[config.mk]
export PLATFORM = sky130hd
export DESIGN_NAME = timed_pulsing_pwm_led_cues
export DESIGN_NICKNAME = d
export VERILOG_FILES = /design/src/rtl/tpl_pkg.sv /design/src/rtl/tpl_front.sv /design/src/rtl/tpl_div.sv /design/src/rtl/tpl_back.sv /design/src/rtl/timed_pulsing_pwm_led_cues.sv
export SDC_FILE = /design/constraint.sdc
export NUM_CORES = 2
export LEC_CHECK = 0
export BUFFER_PORTS_ARGS = -buffer_cell sky130_fd_sc_hd__buf_2
export CAP_MARGIN = 10
export CELL_PAD_IN_SITES_DETAIL_PLACEMENT = 1
export CELL_PAD_IN_SITES_GLOBAL_PLACEMENT = 1
export CORE_AREA = 2 2 396 398
export DETAILED_ROUTE_END_ITERATION = 8
export DIE_AREA = 0 0 398 400
export PLACE_DENSITY = 0.56
export SKIP_CTS_REPAIR_TIMING = 1
export SLEW_MARGIN = 20
export SYNTH_ARGS = -nofsm -noshare
export SYNTH_HDL_FRONTEND = slang
export SYNTH_SLANG_ARGS = --single-unit
export TNS_END_PERCENT = 100
[constraint.sdc]
create_clock -name aclk -period 13.05 [get_ports aclk]
set_clock_uncertainty 0.1 [all_clocks]
set_input_delay 3.915 -clock aclk [delete_from_list [all_inputs] [get_ports aclk]]
set_output_delay 3.915 -clock aclk [all_outputs]
set_load 0.03 [all_outputs]
[src/rtl/tpl_pkg.sv]
// Shared types and constants for the timed pulsing PWM LED cue controller.
// No dependencies; every other file in rtl/ refers to it by scoped names.
package tpl_pkg;

    localparam logic [18:0] HALF_NUM = 19'd500000;
    localparam int          MAX_RES  = 3;

    // request codes on req_type
    localparam logic [2:0] REQ_TICK     = 3'd0;
    localparam logic [2:0] REQ_START    = 3'd1;
    localparam logic [2:0] REQ_STOP     = 3'd2;
    localparam logic [2:0] REQ_STOP_ALL = 3'd3;
    localparam logic [2:0] REQ_UPDATE   = 3'd4;

    // status codes
    localparam logic [2:0] ST_ACK     = 3'd0;
    localparam logic [2:0] ST_BAD_CH  = 3'd1;
    localparam logic [2:0] ST_BAD_DUR = 3'd2;
    localparam logic [2:0] ST_BAD_HZ  = 3'd3;
    localparam logic [2:0] ST_LED_ON  = 3'd4;
    localparam logic [2:0] ST_LED_OFF = 3'd5;

    // configuration register indexes
    localparam logic CFG_MAX_DUR = 1'b0;
    localparam logic CFG_MAX_HZ  = 1'b1;

    typedef struct packed {
        logic [2:0]  req_type;
        logic [1:0]  channel;
        logic [31:0] duration_ms;
        logic        pulse_enable;
        logic [15:0] pulse_hz;
        logic [7:0]  brightness;
        logic [31:0] now_ms;
        logic [31:0] now_us;
    } in_t;

    typedef struct packed {
        logic [2:0]  status;
        logic [1:0]  event_channel;
        logic [7:0]  event_level;
        logic [15:0] event_hz;
        logic [31:0] event_time_ms;
        logic [2:0]  pin_levels;
        logic [2:0]  active_mask;
        logic        last;
    } out_t;

    typedef enum logic [3:0] {
        OP_NOP,
        OP_TICK,
        OP_START,
        OP_ERR_CH,
        OP_ERR_DUR,
        OP_ERR_HZ,
        OP_STOP,
        OP_STOP_ALL,
        OP_UPDATE
    } op_t;

    typedef struct packed {
        op_t op;
        in_t req;
    } item_t;

endpackage

[src/rtl/tpl_front.sv]
// Front end: accepts request words, classifies them and queues them for the back end.
// Depends on tpl_pkg.
module tpl_front #(
    parameter int CHANNELS = 3
) (
    input  logic          aclk,
    input  logic          aresetn,
    input  logic          s_valid,
    output logic          s_ready,
    input  tpl_pkg::in_t  s_data,
    input  logic [31:0]   max_dur,
    input  logic [15:0]   max_hz,
    output logic          q_valid,
    output tpl_pkg::item_t q_item,
    input  logic          q_pop
);

    localparam int DEPTH = 2;

    tpl_pkg::item_t mem_reg [DEPTH];
    logic           wr_ptr_reg, wr_ptr_next;
    logic           rd_ptr_reg, rd_ptr_next;
    logic [1:0]     cnt_reg, cnt_next;
    tpl_pkg::item_t cls;
    logic           push, pop;

    always_comb begin
        cls.req = s_data;
        case (s_data.req_type)
            tpl_pkg::REQ_TICK: cls.op = tpl_pkg::OP_TICK;
            tpl_pkg::REQ_START: begin
                if (32'(s_data.channel) >= CHANNELS)
                    cls.op = tpl_pkg::OP_ERR_CH;
                else if (s_data.duration_ms > max_dur)
                    cls.op = tpl_pkg::OP_ERR_DUR;
                else if (s_data.pulse_enable &&
                         (s_data.pulse_hz == 16'd0 || s_data.pulse_hz > max_hz))
                    cls.op = tpl_pkg::OP_ERR_HZ;
                else
                    cls.op = tpl_pkg::OP_START;
            end
            tpl_pkg::REQ_STOP:     cls.op = tpl_pkg::OP_STOP;
            tpl_pkg::REQ_STOP_ALL: cls.op = tpl_pkg::OP_STOP_ALL;
            tpl_pkg::REQ_UPDATE:   cls.op = tpl_pkg::OP_UPDATE;
            default:               cls.op = tpl_pkg::OP_NOP;
        endcase
    end

    assign s_ready = (cnt_reg != 2'(DEPTH));
    assign q_valid = (cnt_reg != 2'd0);
    assign q_item  = mem_reg[rd_ptr_reg];
    assign push    = s_valid && s_ready;
    assign pop     = q_pop && q_valid;

    always_comb begin
        wr_ptr_next = push ? ~wr_ptr_reg : wr_ptr_reg;
        rd_ptr_next = pop ? ~rd_ptr_reg : rd_ptr_reg;
        cnt_next    = cnt_reg + 2'(push) - 2'(pop);
    end

    always_ff @(posedge aclk) begin
        if (!aresetn) begin
            wr_ptr_reg <= 1'b0;
            rd_ptr_reg <= 1'b0;
            cnt_reg    <= 2'd0;
        end else begin
            wr_ptr_reg <= wr_ptr_next;
            rd_ptr_reg <= rd_ptr_next;
            cnt_reg    <= cnt_next;
        end
    end

    always_ff @(posedge aclk) begin
        if (push) begin
            mem_reg[wr_ptr_reg] <= cls;
        end
    end

endmodule

[src/rtl/tpl_div.sv]
// Restoring divider for the half period: 500000 / hz, one quotient bit per cycle.
// Depends on tpl_pkg.
module tpl_div (
    input  logic        aclk,
    input  logic        aresetn,
    input  logic        start,
    input  logic [15:0] divisor,
    output logic        done,
    output logic [18:0] quotient
);

    logic [18:0] q_reg, q_next;
    logic [15:0] rem_reg, rem_next;
    logic [15:0] dsr_reg, dsr_next;
    logic [4:0]  cnt_reg, cnt_next;
    logic        busy_reg, busy_next;
    logic        done_reg, done_next;
    logic [16:0] trial;

    always_comb begin
        q_next    = q_reg;
        rem_next  = rem_reg;
        dsr_next  = dsr_reg;
        cnt_next  = cnt_reg;
        busy_next = busy_reg;
        done_next = 1'b0;
        trial     = {rem_reg, q_reg[18]};
        if (start) begin
            q_next    = tpl_pkg::HALF_NUM;
            rem_next  = 16'd0;
            dsr_next  = divisor;
            cnt_next  = 5'd0;
            busy_next = 1'b1;
        end else if (busy_reg) begin
            // dividend bits shift out the top while quotient bits shift in below
            if (trial >= {1'b0, dsr_reg}) begin
                rem_next = 16'(trial - {1'b0, dsr_reg});
                q_next   = {q_reg[17:0], 1'b1};
            end else begin
                rem_next = trial[15:0];
                q_next   = {q_reg[17:0], 1'b0};
            end
            cnt_next = cnt_reg + 5'd1;
            if (cnt_reg == 5'd18) begin
                busy_next = 1'b0;
                done_next = 1'b1;
            end
        end
    end

    always_ff @(posedge aclk) begin
        if (!aresetn) begin
            busy_reg <= 1'b0;
            done_reg <= 1'b0;
            cnt_reg  <= 5'd0;
        end else begin
            busy_reg <= busy_next;
            done_reg <= done_next;
            cnt_reg  <= cnt_next;
        end
    end

    always_ff @(posedge aclk) begin
        q_reg   <= q_next;
        rem_reg <= rem_next;
        dsr_reg <= dsr_next;
    end

    assign done     = done_reg;
    assign quotient = q_reg;

endmodule

[src/rtl/tpl_back.sv]
// Back end: executes queued requests against the PWM and cue state, drives result words.
// Depends on tpl_pkg and tpl_div.
module tpl_back #(
    parameter int CHANNELS = 3,
    parameter int PWM_BITS = 8
) (
    input  logic           aclk,
    input  logic           aresetn,
    input  logic           q_valid,
    input  tpl_pkg::item_t q_item,
    output logic           q_pop,
    output logic           m_valid,
    input  logic           m_ready,
    output tpl_pkg::out_t  m_data
);

    localparam int CIW = (CHANNELS > 1) ? $clog2(CHANNELS) : 1;
    localparam int KW  = $clog2(CHANNELS + 1);

    typedef enum logic [4:0] {
        S_IDLE  = 5'b00001,
        S_EXEC  = 5'b00010,
        S_DIV   = 5'b00100,
        S_CHAN  = 5'b01000,
        S_FLUSH = 5'b10000
    } state_t;

    state_t         state_reg, state_next;
    tpl_pkg::item_t item_reg, item_next;
    logic [KW-1:0]  k_reg, k_next;
    logic [1:0]     cnt_reg, cnt_next;
    logic           held_valid_reg, held_valid_next;
    tpl_pkg::out_t  held_reg, held_next;
    logic           out_valid_reg, out_valid_next;
    tpl_pkg::out_t  out_reg, out_next;

    logic [PWM_BITS-1:0] pwm_reg, pwm_next;
    logic [CHANNELS-1:0] pin_reg, pin_next;
    logic [CHANNELS-1:0] act_reg, act_next;
    logic [7:0]  duty_reg [CHANNELS];
    logic [7:0]  duty_next [CHANNELS];
    logic [7:0]  bright_reg [CHANNELS];
    logic [7:0]  bright_next [CHANNELS];
    logic        puls_reg [CHANNELS];
    logic        puls_next [CHANNELS];
    logic [31:0] start_reg [CHANNELS];
    logic [31:0] start_next [CHANNELS];
    logic [31:0] dur_reg [CHANNELS];
    logic [31:0] dur_next [CHANNELS];
    logic [18:0] half_reg [CHANNELS];
    logic [18:0] half_next [CHANNELS];
    logic [31:0] tog_reg [CHANNELS];
    logic [31:0] tog_next [CHANNELS];
    logic        phase_reg [CHANNELS];
    logic        phase_next [CHANNELS];

    logic          div_start, div_done;
    logic [18:0]   div_q;
    logic          out_free;
    logic          ev_want, ev_emit;
    tpl_pkg::out_t ev;
    logic [CIW-1:0] ci, kc;
    logic [7:0]    pin8, act8;
    logic [31:0]   n1;
    logic          ph;
    tpl_pkg::in_t  rq;

    tpl_div u_div (
        .aclk     (aclk),
        .aresetn  (aresetn),
        .start    (div_start),
        .divisor  (item_reg.req.pulse_hz),
        .done     (div_done),
        .quotient (div_q)
    );

    assign out_free = !out_valid_reg || m_ready;
    assign rq       = item_reg.req;
    assign ci       = CIW'(rq.channel);
    assign kc       = k_reg[CIW-1:0];

    always_comb begin
        state_next      = state_reg;
        item_next       = item_reg;
        k_next          = k_reg;
        cnt_next        = cnt_reg;
        held_valid_next = held_valid_reg;
        held_next       = held_reg;
        out_valid_next  = (out_valid_reg && m_ready) ? 1'b0 : out_valid_reg;
        out_next        = out_reg;
        pwm_next        = pwm_reg;
        pin_next        = pin_reg;
        act_next        = act_reg;
        duty_next       = duty_reg;
        bright_next     = bright_reg;
        puls_next       = puls_reg;
        start_next      = start_reg;
        dur_next        = dur_reg;
        half_next       = half_reg;
        tog_next        = tog_reg;
        phase_next      = phase_reg;
        q_pop           = 1'b0;
        div_start       = 1'b0;
        ev_want         = 1'b0;
        ev_emit         = 1'b0;
        ev              = '0;
        n1              = '0;
        ph              = 1'b0;
        pin8            = '0;
        act8            = '0;

        case (state_reg)
            S_IDLE: begin
                if (q_valid) begin
                    q_pop      = 1'b1;
                    item_next  = q_item;
                    cnt_next   = 2'd0;
                    state_next = S_EXEC;
                end
            end
            S_EXEC: begin
                state_next = S_FLUSH;
                case (item_reg.op)
                    tpl_pkg::OP_TICK: begin
                        pwm_next = pwm_reg + 1'b1;
                        for (int k = 0; k < CHANNELS; k++) begin
                            if (pwm_reg == '0 && duty_reg[k] != 8'd0) pin_next[k] = 1'b1;
                            if (16'(pwm_reg) == 16'(duty_reg[k])) pin_next[k] = 1'b0;
                        end
                    end
                    tpl_pkg::OP_ERR_CH: begin
                        ev_emit          = 1'b1;
                        ev.status        = tpl_pkg::ST_BAD_CH;
                        ev.event_channel = rq.channel;
                        ev.event_time_ms = rq.now_ms;
                    end
                    tpl_pkg::OP_ERR_DUR: begin
                        ev_emit          = 1'b1;
                        ev.status        = tpl_pkg::ST_BAD_DUR;
                        ev.event_channel = rq.channel;
                        ev.event_time_ms = rq.now_ms;
                    end
                    tpl_pkg::OP_ERR_HZ: begin
                        ev_emit          = 1'b1;
                        ev.status        = tpl_pkg::ST_BAD_HZ;
                        ev.event_channel = rq.channel;
                        ev.event_time_ms = rq.now_ms;
                    end
                    tpl_pkg::OP_START: begin
                        if (rq.pulse_enable) begin
                            div_start  = 1'b1;
                            state_next = S_DIV;
                        end else begin
                            half_next[ci] = '0;
                        end
                    end
                    tpl_pkg::OP_STOP: begin
                        if (32'(rq.channel) < CHANNELS && act_reg[ci]) begin
                            act_next[ci]     = 1'b0;
                            duty_next[ci]    = 8'd0;
                            ev_emit          = 1'b1;
                            ev.status        = tpl_pkg::ST_LED_OFF;
                            ev.event_channel = 2'(rq.channel);
                            ev.event_time_ms = rq.now_ms;
                        end
                    end
                    tpl_pkg::OP_STOP_ALL, tpl_pkg::OP_UPDATE: begin
                        k_next     = '0;
                        state_next = S_CHAN;
                    end
                    default: ;
                endcase
                // steady start applies here, pulsing start after the divide
                if (item_reg.op == tpl_pkg::OP_START && !rq.pulse_enable) begin
                    act_next[ci]     = 1'b1;
                    bright_next[ci]  = rq.brightness;
                    puls_next[ci]    = 1'b0;
                    start_next[ci]   = rq.now_ms;
                    dur_next[ci]     = rq.duration_ms;
                    phase_next[ci]   = 1'b1;
                    duty_next[ci]    = rq.brightness;
                    ev_emit          = 1'b1;
                    ev.status        = tpl_pkg::ST_LED_ON;
                    ev.event_channel = rq.channel;
                    ev.event_level   = rq.brightness;
                    ev.event_time_ms = rq.now_ms;
                end
            end
            S_DIV: begin
                if (div_done) begin
                    act_next[ci]     = 1'b1;
                    bright_next[ci]  = rq.brightness;
                    puls_next[ci]    = 1'b1;
                    start_next[ci]   = rq.now_ms;
                    dur_next[ci]     = rq.duration_ms;
                    phase_next[ci]   = 1'b1;
                    half_next[ci]    = div_q;
                    tog_next[ci]     = rq.now_us + 32'(div_q);
                    duty_next[ci]    = rq.brightness;
                    ev_emit          = 1'b1;
                    ev.status        = tpl_pkg::ST_LED_ON;
                    ev.event_channel = rq.channel;
                    ev.event_level   = rq.brightness;
                    ev.event_hz      = rq.pulse_hz;
                    ev.event_time_ms = rq.now_ms;
                    state_next       = S_FLUSH;
                end
            end
            S_CHAN: begin
                // one channel per cycle unless held for the output; a stop or expiry becomes an off event
                if (act_reg[kc]) begin
                    if (item_reg.op == tpl_pkg::OP_STOP_ALL) begin
                        ev_want = 1'b1;
                    end else if (dur_reg[kc] != 32'd0 &&
                                 (rq.now_ms - start_reg[kc]) >= dur_reg[kc]) begin
                        ev_want = 1'b1;
                    end
                end
                if (ev_want && cnt_reg < 2'(tpl_pkg::MAX_RES) && held_valid_reg && !out_free) begin
                    // hold here until the pending word can move to the output
                end else begin
                    if (ev_want) begin
                        act_next[kc]  = 1'b0;
                        duty_next[kc] = 8'd0;
                        if (cnt_reg < 2'(tpl_pkg::MAX_RES)) begin
                            ev_emit          = 1'b1;
                            ev.status        = tpl_pkg::ST_LED_OFF;
                            ev.event_channel = 2'(kc);
                            ev.event_time_ms = rq.now_ms;
                        end
                    end else if (item_reg.op == tpl_pkg::OP_UPDATE && act_reg[kc] &&
                                 puls_reg[kc] &&
                                 ((rq.now_us - tog_reg[kc]) >> 31) == 32'd0) begin
                        ph             = !phase_reg[kc];
                        phase_next[kc] = ph;
                        duty_next[kc]  = ph ? bright_reg[kc] : 8'd0;
                        n1             = tog_reg[kc] + 32'(half_reg[kc]);
                        // resync when a whole half period was missed
                        if (((rq.now_us - n1) >> 31) == 32'd0)
                            tog_next[kc] = rq.now_us + 32'(half_reg[kc]);
                        else
                            tog_next[kc] = n1;
                    end
                    k_next = k_reg + 1'b1;
                    if (k_reg == KW'(CHANNELS - 1)) state_next = S_FLUSH;
                end
            end
            S_FLUSH: begin
                if (out_free) begin
                    out_valid_next = 1'b1;
                    if (held_valid_reg) begin
                        out_next      = held_reg;
                    end else begin
                        out_next             = '0;
                        pin8                 = 8'(pin_reg);
                        act8                 = 8'(act_reg);
                        out_next.pin_levels  = pin8[2:0];
                        out_next.active_mask = act8[2:0];
                    end
                    out_next.last   = 1'b1;
                    held_valid_next = 1'b0;
                    state_next      = S_IDLE;
                end
            end
            default: state_next = S_IDLE;
        endcase

        if (ev_emit) begin
            pin8           = 8'(pin_next);
            act8           = 8'(act_next);
            ev.pin_levels  = pin8[2:0];
            ev.active_mask = act8[2:0];
            ev.last        = 1'b0;
            if (held_valid_reg) begin
                out_next       = held_reg;
                out_valid_next = 1'b1;
            end
            held_next       = ev;
            held_valid_next = 1'b1;
            cnt_next        = cnt_reg + 2'd1;
        end
    end

    always_ff @(posedge aclk) begin
        if (!aresetn) begin
            state_reg      <= S_IDLE;
            k_reg          <= '0;
            cnt_reg        <= 2'd0;
            held_valid_reg <= 1'b0;
            out_valid_reg  <= 1'b0;
            pwm_reg        <= '0;
            pin_reg        <= '0;
            act_reg        <= '0;
            for (int k = 0; k < CHANNELS; k++) duty_reg[k] <= 8'd0;
        end else begin
            state_reg      <= state_next;
            k_reg          <= k_next;
            cnt_reg        <= cnt_next;
            held_valid_reg <= held_valid_next;
            out_valid_reg  <= out_valid_next;
            pwm_reg        <= pwm_next;
            pin_reg        <= pin_next;
            act_reg        <= act_next;
            duty_reg       <= duty_next;
        end
    end

    always_ff @(posedge aclk) begin
        item_reg   <= item_next;
        held_reg   <= held_next;
        out_reg    <= out_next;
        bright_reg <= bright_next;
        puls_reg   <= puls_next;
        start_reg  <= start_next;
        dur_reg    <= dur_next;
        half_reg   <= half_next;
        tog_reg    <= tog_next;
        phase_reg  <= phase_next;
    end

    assign m_valid = out_valid_reg;
    assign m_data  = out_reg;

endmodule

[src/rtl/timed_pulsing_pwm_led_cues.sv]
// Top level of the timed pulsing PWM LED cue controller: config registers,
// request queue front end and execution back end. Depends on tpl_pkg, tpl_front, tpl_back.
//
//  channel  | ports                                   | word
//  ---------+-----------------------------------------+-------------------
//  request  | s_valid  s_ready  s_data                | tpl_pkg::in_t
//  result   | m_valid  m_ready  m_data                | tpl_pkg::out_t
//  config   | cfg_valid cfg_ready cfg_index cfg_data  | index + 32-bit data
//
// A two-word queue sits between front and back. Tick, stop and error requests
// pass through the back end's exec and flush states; a pulsing start waits on
// the 19-step half-period divider; stop-all and update visit each channel in turn.
// Reset (aresetn low, synchronous) clears PWM count, pins, duties and cues.
// A stalled m_ready holds the back end only when a further result word is due.
module timed_pulsing_pwm_led_cues #(
    parameter int CHANNELS = 3,
    parameter int PWM_BITS = 8
) (
    input  logic          aclk,
    input  logic          aresetn,
    input  logic          s_valid,
    output logic          s_ready,
    input  tpl_pkg::in_t  s_data,
    output logic          m_valid,
    input  logic          m_ready,
    output tpl_pkg::out_t m_data,
    input  logic          cfg_valid,
    output logic          cfg_ready,
    input  logic          cfg_index,
    input  logic [31:0]   cfg_data
);

    logic [31:0]    max_dur_reg;
    logic [15:0]    max_hz_reg;
    logic           q_valid, q_pop;
    tpl_pkg::item_t q_item;

    assign cfg_ready = 1'b1;

    always_ff @(posedge aclk) begin
        if (!aresetn) begin
            max_dur_reg <= 32'd3600000;
            max_hz_reg  <= 16'd50;
        end else if (cfg_valid) begin
            case (cfg_index)
                tpl_pkg::CFG_MAX_DUR: max_dur_reg <= cfg_data;
                tpl_pkg::CFG_MAX_HZ:  max_hz_reg  <= cfg_data[15:0];
                default: ;
            endcase
        end
    end

    tpl_front #(
        .CHANNELS (CHANNELS)
    ) u_front (
        .aclk    (aclk),
        .aresetn (aresetn),
        .s_valid (s_valid),
        .s_ready (s_ready),
        .s_data  (s_data),
        .max_dur (max_dur_reg),
        .max_hz  (max_hz_reg),
        .q_valid (q_valid),
        .q_item  (q_item),
        .q_pop   (q_pop)
    );

    tpl_back #(
        .CHANNELS (CHANNELS),
        .PWM_BITS (PWM_BITS)
    ) u_back (
        .aclk    (aclk),
        .aresetn (aresetn),
        .q_valid (q_valid),
        .q_item  (q_item),
        .q_pop   (q_pop),
        .m_valid (m_valid),
        .m_ready (m_ready),
        .m_data  (m_data)
    );

endmodule

==> results.toml <==
[timing]
worst_pin_slew_ns = 1.09
fin_crit_ns = 9.17
slew-limit-headroom_pct = 26.9
hold_viol = 0
finalSetupViolCount = 0
finalCritPeriodShare_pct = 70.2
fin_tns_setup_ns = 0
clock.fmax_mhz = 109
rsz0062_at_grt = "false"
final_max_slew_viol_count = 0

[clocking]
numCtsBuffers = 116
clk_pin_slew_ns = 0.06
worstSkewPairLatency_ns = 0.78
htree_levels = 3
cts_tree = "done"
cts-root-buf = "clkbuf_16"
clockBufferDepth = 3
cts_num_sinks = 1050

[grt]
antenna_found_initial = 10
grt_pass1_wl_mm = 216
grt_pass1_vias = 33500
track_usage_pct = 18.0
grt.overflow.total = 0
grt_start_max_net_pins = 73

[power]
p_leak_nw = 20.8
seqPwrFrac_pct = 44.0
switching_share_pct = 32.2
ir_worst_vdd_v = 0.000120
power_frac_comb_pct = 24.4
p_switching_w = 0.00340
p_clk_share_pct = 31.6
powerDensity_nw_per_um2 = 186
p_int_w = 0.00715

[detailed_routing]
drt_pass1_iterations = 5
via_per_inst = 5.13
wl_per_cell_um = 23.0
wl_mm = 145
vias = 32300
drt_iter0_markers = 1948
drc = 0
ant_nets = 0

[worst_setup_path]
rrSetupSlack_ns = 3.88
startpoint_type = "flop"
worstPathRequired_ns = 13.32
crit_fanout = 67
r2r_cells = 22
crit_path_end_kind = "flop"
r2r_start = "u_back.k_reg[1]$_SDFFE_PN0P_"
critPathArrivalTime_ns = 9.44
timing.rr.end = "u_back.held_reg[54]$_SDFFCE_PN0P_"
worstSetupPathType = "flop to flop"

[flow_run]
drv_cap = 0

[finish]
final_core_util_pct = 36.6
syn_to_final_growth_pct = 15.2
largest_reg_flops = 254
fin_nets = 4550
drive_gt1_share_pct = 16.2

[floorplan]
core-area_sq_um = 155000
io_pins = 235
start_util_pct = 31.7
die_w_um = 398
die_y_um = 400
dieArea_sq_um = 159000
rows = 145

[yosys]
ys_ff_latch = 1050
synth_compound_area_share_pct = 12.5
synth-xor-area-share_pct = 2.88
synthMuxAreaShare_pct = 7.10
synth-edff-count = 839
synthArstFlopShare_pct = 0
synth_fp_nets = 4322
synth_top_family_by_area = "compound AO/OA/AOI/OAI gates"
synthAdderAreaFrac_pct = 6.73
synth_cell_types = 75
synth_cells = 3898
yosys.area_share.simple_pct = 8.31
syn_area_sq_um = 49200
ys_dominant_reg_cell = "edfxtp_1"
synth_warnings = 0
ys_seq_area_share_pct = 59.8
syn_area_per_cell_sq_um = 12.6

[worst_hold_path]
min_from = "u_back.held_reg[45]$_SDFFCE_PN0P_"
hold_class = "flop to flop"
holdPathEnd = "u_back.m_data[45]$_DFF_P_"
hold_depth = 1

[placed_design]
io_buffers = 233
dp_hpwl_mm = 102
globalplace.congestion = 0.857

[run_status]
status = "completed"
==> synthesized netlist by cell type, drive strengths merged, types with 65 or more instances <==
cell type / number / area [sq um]
nor2: 203 / 762
mux2: 166 / 1960
ha: 255 / 3190
a21oi: 242 / 1210
o21ai: 166 / 831
inv: 161 / 604
mux2i: 153 / 1530
clkbuf: 121 / 454
nor2b: 71 / 444
a22o: 154 / 1350
nand2: 266 / 998
dfxtp: 211 / 4220
o22ai: 84 / 526
xnor2: 78 / 683
a21o: 65 / 488
edfxtp: 839 / 25200
xor2: 84 / 736
==> worst max path at each step <==
stage | startpoint | end | slack, ns | cells past startpoint
6_report | u_back.k_reg[1]$_SDFFE_PN0P_ | u_back.held_reg[54]$_SDFFCE_PN0P_ | 3.88 | 22
4_1_cts | u_back.k_reg[1]$_SDFFE_PN0P_ | u_back.m_data[8]$_DFF_P_ | 3.78 | 23
2_1_floorplan | s_valid | u_front.mem_reg[0][0]$_DFFE_PP_ | 3.05 | 2
3_5_place_dp | u_back.k_reg[1]$_SDFFE_PN0P_ | u_back.m_data[4]$_DFF_P_ | 3.82 | 23
5_1_grt | u_back.k_reg[1]$_SDFFE_PN0P_ | u_back.m_data[16]$_DFF_P_ | 3.03 | 24
3_3_place_gp | u_back.k_reg[1]$_SDFFE_PN0P_ | u_back.m_data[57]$_DFF_P_ | 4.10 | 23
==> power groups by stage <==
stage	combinational, W	clock (W)	sequential [W]
floorplan	0.00185	0	0.00449
global placement	0.00253	0	0.00471
detailed placement	0.00258	0	0.00472
CTS	0.00260	0.00343	0.00465
global route	0.00285	0.00355	0.00470
finish	0.00257	0.00333	0.00464
==> stage by stage <==
| stage | setup slack (ns) | power [W] | instance area (sq um) | std cells | hold slack [ns] |
|---|---|---|---|---|---|
| after global placement | 4.10 | 0.00724 | 52800 | 6066 | 0.325 |
| final | 3.88 | 0.0105 | 56700 | 6288 | 0.352 |
| after detailed placement | 3.82 | 0.00730 | 52800 | 6066 | 0.339 |
| after global routing | 3.03 | 0.0111 | 56700 | 6285 | 0.367 |
| after CTS | 3.78 | 0.0107 | 56700 | 6285 | 0.357 |
| after floorplan | 3.05 | 0.00634 | 49200 | 3898 | 0.318 |
==> area by class of cell <==
type	instances	area (sq um)
clock inverter	75	790
sequential	1050	29400
timing repair buffer	279	1520
clock buffer	144	3120
multi-input combinational	2516	18600
antenna	3	7.51
fill	16400	98400
inverter	163	618
tap	2058	2570
==> kinds of logic after synthesis <==
logic type               after synthesis
XOR/XNOR                             162
AO/OA/AOI/OAI                        931
adder cells (fa/ha/maj)              262
multiplexers                         319
other                                  1
flip-flops                          1050
AND/OR/NAND/NOR                      841
buffers and inverters                332
==> routing by layer <==
| layer | up-vias | GRT usage (%) | share of wire, % |
|---|---|---|---|
| li1 | 15200 | - | - |
| met1 | 16200 | 25.4 | 48 |
| met2 | 650 | 28.1 | 44 |
| met3 | 168 | 3.72 | 5.4 |
| met4 | 6 | 4.46 | 1.8 |
| met5 | - | 0 | 0.031 |
==> layout by cell type, fill, tap and decap left out, types with 20 or more instances in the layout <==
cell       Yosys  final
edfxtp_1     839    839
nand2_1      266    262
ha_1         255    255
a21oi_1      242    235
buf_2         14    233
dfxtp_1      211    207
nor2_1       203    195
o21ai_0      166    166
inv_1        161    158
a22o_1       154    154
mux2i_1      153    153
mux2_2       141    141
clkbuf_16      0    117
xor2_1        84     84
o22ai_1       84     84
xnor2_1       78     77
nor2b_1       71     69
a21o_1        65     65
nand4_1       48     48
nand3_1       48     47
buf_4          4     45
and3_1        45     43
nor3_1        31     30
clkinv_2       0     29
nor4_1        28     28
o211ai_1      28     28
mux2_4        25     25
nand2b_1      23     23
o2bb2ai_1     22     22
a211oi_1      21     21
o21bai_1      21     21
o21a_1        21     20
and2_1        20     20
==> critical path, stage by stage, from the launching register on <==
cell      delay, ns
dfxtp_4        0.82
nor2b_4        0.82
buf_4          0.77
a21oi_1        0.24
fa_1           0.47
a211oi_1       0.24
nor2_1         0.11
o21a_1         0.24
a311oi_1       0.58
o21ai_0        0.31
a21oi_1        0.20
o21bai_1       0.15
a311oi_1       0.35
xnor2_1        0.12
ha_1           0.30
nand4_1        0.12
nor4_1         0.40
o31a_1         0.20
a311o_1        0.29
nand4_1        0.28
and3_2         0.60
clkinv_2       0.11
buf_4          0.75
(Power assumes the default switching activity.)
